### src/rtl/hvb_pkg.sv
package hvb_pkg;

   // Defaults for the top level parameters
   localparam int WORD_BITS_DEF  = 32;
   localparam int WORDS_DEF      = 256;
   localparam int COUNT_BITS_DEF = 16;

   // Fixed field widths of the request and result ports
   localparam int OP_BITS    = 2;
   localparam int INDEX_BITS = 8;
   localparam int DATA_BITS  = 32;

   typedef enum logic [OP_BITS-1:0] {
      OP_ACCUMULATE = 2'd0,
      OP_READ       = 2'd1,
      OP_CLEAR      = 2'd2
   } op_type;

   typedef enum logic {
      STATE_CLEAR = 1'b0,
      STATE_RUN   = 1'b1
   } state_type;

   // Control of the request in the read-modify-write stage
   typedef struct packed {
      logic   valid;
      logic   in_range;
      op_type op;
   } stage_ctl_type;

endpackage

### src/rtl/hvb_update.sv
module hvb_update #(
   parameter int WORD_BITS  = hvb_pkg::WORD_BITS_DEF,
   parameter int COUNT_BITS = hvb_pkg::COUNT_BITS_DEF,
   localparam int ROW_WIDTH = WORD_BITS * COUNT_BITS
) (
   input  hvb_pkg::op_type         op,
   input  logic [ROW_WIDTH-1:0]    row_in,
   input  logic [WORD_BITS-1:0]    vote_data,
   output logic [ROW_WIDTH-1:0]    row_out,
   output logic [WORD_BITS-1:0]    majority
);

   localparam logic [COUNT_BITS-1:0] CNT_MAX = {1'b0, {(COUNT_BITS-1){1'b1}}};
   localparam logic [COUNT_BITS-1:0] CNT_MIN = {1'b1, {(COUNT_BITS-1){1'b0}}};

   // One saturating up/down counter per bit lane
   always_comb begin
      logic [COUNT_BITS-1:0] cnt;
      logic [COUNT_BITS-1:0] nxt;
      for (int j = 0; j < WORD_BITS; j++) begin
         cnt = row_in[j*COUNT_BITS +: COUNT_BITS];
         nxt = cnt;
         case (op)
            hvb_pkg::OP_ACCUMULATE: begin
               if (vote_data[j]) begin
                  if (cnt != CNT_MIN) nxt = cnt - 1'b1;
               end else begin
                  if (cnt != CNT_MAX) nxt = cnt + 1'b1;
               end
            end
            hvb_pkg::OP_CLEAR: nxt = '0;
            default:           nxt = cnt;
         endcase
         row_out[j*COUNT_BITS +: COUNT_BITS] = nxt;
         majority[j] = cnt[COUNT_BITS-1];
      end
   end

endmodule

### config.mk
export PLATFORM = sky130hd
export DESIGN_NAME = hvb_update
export DESIGN_NICKNAME = d
export VERILOG_FILES = /design/src/rtl/hvb_pkg.sv /design/src/rtl/hvb_update.sv
export SDC_FILE = /design/constraint.sdc
export NUM_CORES = 2
export LEC_CHECK = 0
export BUFFER_PORTS_ARGS = -buffer_cell sky130_fd_sc_hd__clkbuf_2
export CORE_AREA = 2 2 428 430
export DETAILED_ROUTE_END_ITERATION = 8
export DIE_AREA = 0 0 430 432
export PLACE_DENSITY = 0.46
export SYNTH_ARGS = -nofsm -noshare
export SYNTH_HDL_FRONTEND = slang
export SYNTH_SLANG_ARGS = --single-unit
### constraint.sdc
create_clock -name vclk -period 4.89
set_input_delay 0.978 -clock vclk [all_inputs]
set_output_delay 0.978 -clock vclk [all_outputs]
set_load 0.03 [all_outputs]
==> impl_results.html <==
<table>
<tr><th>Metric</th><th>Value</th></tr>
<tr><th colspan="2">STA</th></tr>
<tr><td>Final worst path period need</td><td>4760 ps</td></tr>
<tr><td>Setup Total Neg Slack</td><td>0 ps</td></tr>
<tr><td>Post-route clock period utilization</td><td>about 97%</td></tr>
<tr><td>Fmax achieved</td><td>0.210 GHz</td></tr>
<tr><td>Final hold slack</td><td>approximately 2300 ps</td></tr>
<tr><td>Number of max-slew violations in the final report</td><td>0</td></tr>
<tr><td>Max_slew headroom</td><td>31.5%</td></tr>
<tr><td>Final setup fails</td><td>0</td></tr>
<tr><td>Unrepaired setup endpoints after global routing</td><td>no</td></tr>
<tr><td>Slew of the pin with the lowest slew margin</td><td>1020 ps</td></tr>
<tr><td>Count of endpoints failing hold in the final timing report</td><td>0</td></tr>
<tr><th colspan="2">Worst setup path</th></tr>
<tr><td>Startpoint of the most critical setup path</td><td>row_in[417]</td></tr>
<tr><td>Capturing element of the worst setup path</td><td>row_out[421]</td></tr>
<tr><td>Signal arrival time at the worst endpoint</td><td>3780 ps</td></tr>
<tr><td>Longest individual stage delay on the worst path</td><td>660 ps</td></tr>
<tr><td>Critical path type</td><td>primary input to primary output</td></tr>
<tr><td>CP Max Fanout</td><td>7</td></tr>
<tr><td>List of cells traversed by the critical path</td><td>clkbuf_2 -&gt; inv_1 -&gt; ha_1 -&gt; or4b_2 -&gt; nor4_4 -&gt; buf_4 -&gt; nor2_1 -&gt; a31oi_1 -&gt; nand3_1 -&gt; o311ai_1 -&gt; buf_4 -&gt; clkbuf_2</td></tr>
<tr><td>Launching element type of the critical path</td><td>primary input</td></tr>
<tr><td>Crit end category</td><td>primary output</td></tr>
<tr><td>Data required time of the critical path</td><td>3910 ps</td></tr>
<tr><td>Crit path max-delay cell type</td><td>sky130_fd_sc_hd__or4b_2</td></tr>
<tr><th colspan="2">Synth</th></tr>
<tr><td>Fraction of synthesized cell area taken by the top area cell type</td><td>6.27%</td></tr>
<tr><td>Avg Inst Size Synth</td><td>5.93 µm²</td></tr>
<tr><td>Yosys top cell by area</td><td>sky130_fd_sc_hd__nand2_1</td></tr>
<tr><td>Count of mapped cells out of synthesis</td><td>4,946</td></tr>
<tr><td>Count of unique library cells instantiated by Yosys</td><td>93</td></tr>
<tr><td>Total number of yosys warnings</td><td>0</td></tr>
<tr><td>Leading cell types by count after synthesis</td><td>490 x sky130_fd_sc_hd__nand2_1, 438 x sky130_fd_sc_hd__nor2_1, 437 x sky130_fd_sc_hd__clkbuf_1</td></tr>
<tr><td>Syn Std Cell Area</td><td>between 20,000 and 30,000 µm²</td></tr>
<tr><td>Sequential cell area fraction in the yosys report</td><td>0%</td></tr>
<tr><td>Count leader, synth</td><td>sky130_fd_sc_hd__nand2_1</td></tr>
<tr><td>Post-Synthesis Net Count</td><td>5,576</td></tr>
<tr><td>Biggest area contributors in the synthesized netlist</td><td>sky130_fd_sc_hd__nand2_1 6.3%, sky130_fd_sc_hd__nor2_1 5.6%, sky130_fd_sc_hd__clkbuf_1 5.6%</td></tr>
<tr><th colspan="2">Die</th></tr>
<tr><td>Initial cell density of the core</td><td>between 15 and 20%</td></tr>
<tr><td>Top-level port count</td><td>~1,100</td></tr>
<tr><td>Horizontal die dimension</td><td>about 430 µm</td></tr>
<tr><td>Placement Rows</td><td>approximately 160</td></tr>
<tr><td>Core area</td><td>around 180,000 µm²</td></tr>
<tr><td>Height of the die</td><td>approximately 430 µm</td></tr>
<tr><td>Total Die Area</td><td>approximately 190,000 µm²</td></tr>
<tr><th colspan="2">Route</th></tr>
<tr><td>DR WL met2</td><td>92.7 mm</td></tr>
<tr><td>Metal1 wirelength</td><td>77.8 mm</td></tr>
<tr><td>Via count normalized by instance count</td><td>5.55</td></tr>
<tr><td>First DRT Iteration DRCs</td><td>4,189</td></tr>
<tr><td>Wire length per cell after detailed routing</td><td>around 24 µm</td></tr>
<tr><td>Detailed-route wire length</td><td>197 mm</td></tr>
<tr><td>First-pass detailed-route iteration total</td><td>6</td></tr>
<tr><td>Antenna violation net count after detailed routing</td><td>0</td></tr>
<tr><td>Remaining DRCs</td><td>0</td></tr>
<tr><td>Met3 wire length</td><td>around 15 mm</td></tr>
<tr><td>Vias post-DR</td><td>45,200</td></tr>
<tr><td>Uppermost signal routing layer after detailed routing</td><td>met5</td></tr>
<tr><th colspan="2">Power and ir drop</th></tr>
<tr><td>Peak supply drop</td><td>60.8 µV</td></tr>
<tr><td>Areal power density over the cells</td><td>98.6 nW/µm²</td></tr>
<tr><td>Leak</td><td>14.4 nW</td></tr>
<tr><th colspan="2">Layout</th></tr>
<tr><td>Area growth, synth to finish</td><td>27.8%</td></tr>
<tr><td>Number of flip-flops and latches</td><td>0</td></tr>
<tr><td>Register area</td><td>0 µm²</td></tr>
<tr><td>Nets</td><td>6,334</td></tr>
<tr><td>Post-route insts no fill</td><td>8,149</td></tr>
<tr><td>Number of clock buffers in the layout</td><td>0</td></tr>
<tr><td>Fraction of final layout cells sized beyond drive strength 1</td><td>25.0%</td></tr>
<tr><th colspan="2">Place</th></tr>
<tr><td>Port-buffer cells</td><td>1,090</td></tr>
<tr><td>Half-perimeter wire length of the detailed placement result</td><td>161 mm</td></tr>
<tr><td>Cell Count Post-Placement</td><td>8,086</td></tr>
<tr><td>GPL Wtd Cong</td><td>1.05</td></tr>
<tr><th colspan="2">Global routing</th></tr>
<tr><td>Total grt overflow</td><td>0</td></tr>
<tr><td>Global-route total usage across every layer</td><td>19.6%</td></tr>
<tr><td>Initial antenna violation count</td><td>106</td></tr>
<tr><td>Global-route wire length before repair</td><td>280 mm</td></tr>
<tr><td>Largest net degree at the start of global routing</td><td>113</td></tr>
<tr><td>Vias in the first global route</td><td>40,400</td></tr>
<tr><th colspan="2">Clock network</th></tr>
<tr><td>Count of hold-fix buffers inserted at cts</td><td>0</td></tr>
<tr><th colspan="2">Flow run</th></tr>
<tr><td>Count of maximum capacitance violations</td><td>0</td></tr>
<tr><th colspan="2">Worst hold path</th></tr>
<tr><td>Worst min-delay path class</td><td>primary input to primary output</td></tr>
<tr><th colspan="2">Outcome</th></tr>
<tr><td>Result of the run</td><td>finished clean</td></tr>
</table>
-- cells by family (layout without fill, tap and decap cells) --
| kind of cell | count (synthesis) | after routing | share of synthesized area [%] |
|---|---|---|---|
| fa+ha+maj | 84 | 84 | 3.59 |
| other cells | 0 | 62 | 0 |
| xor+xnor | 21 | 21 | 0.627 |
| buf+inv | 681 | 1437 | 9.31 |
| mux | 137 | 137 | 4.75 |
| simple gates | 2408 | 2408 | 43.5 |
| compound gates | 1615 | 1615 | 38.2 |
-- layout by cell type, fill, tap and decap left out, types with 58 or more instances in the layout --
cell / netlist / final
sky130_fd_sc_hd__a21oi_1: 261 / 261
sky130_fd_sc_hd__nand3_1: 265 / 265
sky130_fd_sc_hd__o21ai_0: 315 / 314
sky130_fd_sc_hd__a31o_2: 96 / 96
sky130_fd_sc_hd__ha_1: 84 / 84
sky130_fd_sc_hd__buf_4: 33 / 147
sky130_fd_sc_hd__diode_2: 0 / 62
sky130_fd_sc_hd__nor4_1: 147 / 147
sky130_fd_sc_hd__or3_1: 87 / 87
sky130_fd_sc_hd__nand4_1: 176 / 176
sky130_fd_sc_hd__a22oi_1: 58 / 58
sky130_fd_sc_hd__a31oi_1: 129 / 129
sky130_fd_sc_hd__clkbuf_2: 3 / 1079
sky130_fd_sc_hd__o31ai_1: 164 / 164
sky130_fd_sc_hd__nand2_1: 490 / 488
sky130_fd_sc_hd__nor2_1: 438 / 436
sky130_fd_sc_hd__and3_1: 109 / 109
sky130_fd_sc_hd__and2_1: 58 / 58
sky130_fd_sc_hd__mux2i_1: 119 / 119
sky130_fd_sc_hd__nor3_1: 251 / 251
sky130_fd_sc_hd__inv_1: 184 / 184
-- cell type report --
cell class | count | area (µm²)
Inverter | 186 | 711
Timing Repair Buffer | 1251 | 6990
Multi-Input combinational cell | 4265 | 26600
Tap cell | 2385 | 2980
Fill cell | 21000 | 144000
Antenna cell | 62 | 155
-- where the power goes --
group	internal, mW	switching [mW]	leakage [nW]
registers	0	0	0
clock network	0.00000173	0	0.000393
logic	1.05	2.65	14.4
-- stage by stage --
stage                     cell area (µm²)  utilization [%]  worst slack [ps]  power [mW]
final                               37500             20.6               130        3.70
after CTS                           37300             20.5              22.0        3.68
after detailed placement            37300             20.5             -91.5        3.66
after global routing                37500             20.6              11.2        3.93
after global placement              37300             20.5              -157        3.65
after floorplan                     29300                -              52.2        2.17
-- worst min-delay path by stage --
stage | start | slack (ps) | cells after the start | endpoint
6_report | row_in[415] | 2290 | 2 | majority[25]
5_1_grt | row_in[127] | 2310 | 2 | majority[7]
4_1_cts | row_in[415] | 2300 | 2 | majority[25]
3_5_place_dp | row_in[127] | 2300 | 2 | majority[7]
3_3_place_gp | row_in[127] | 2300 | 2 | majority[7]
2_1_floorplan | row_in[15] | 2090 | 1 | majority[0]
-- what timing repair did --
| action | in CTS | in global routing |
|---|---|---|
| setup buffers | 0 | 1 |
| resized for setup | 2 | 6 |
| setup endpoints to repair | 2 | 5 |
-- critical path, delay by kind of cell --
kind	cells	cell delay, ps
AO/OA/AOI/OAI	2	520
AND/OR/NAND/NOR	4	1180
buffers and inverters	5	890
adder cells (fa/ha/maj)	1	200
-- routing by layer --
metal / up-vias / GRT usage (%)
li1: 20900 / -
met1: 21700 / 23.7
met2: 2122 / 32.3
met3: 423 / 3.90
met4: 52 / 10.9
met5: - / 0
No activity file was read; power rests on OpenSTA's default activity.
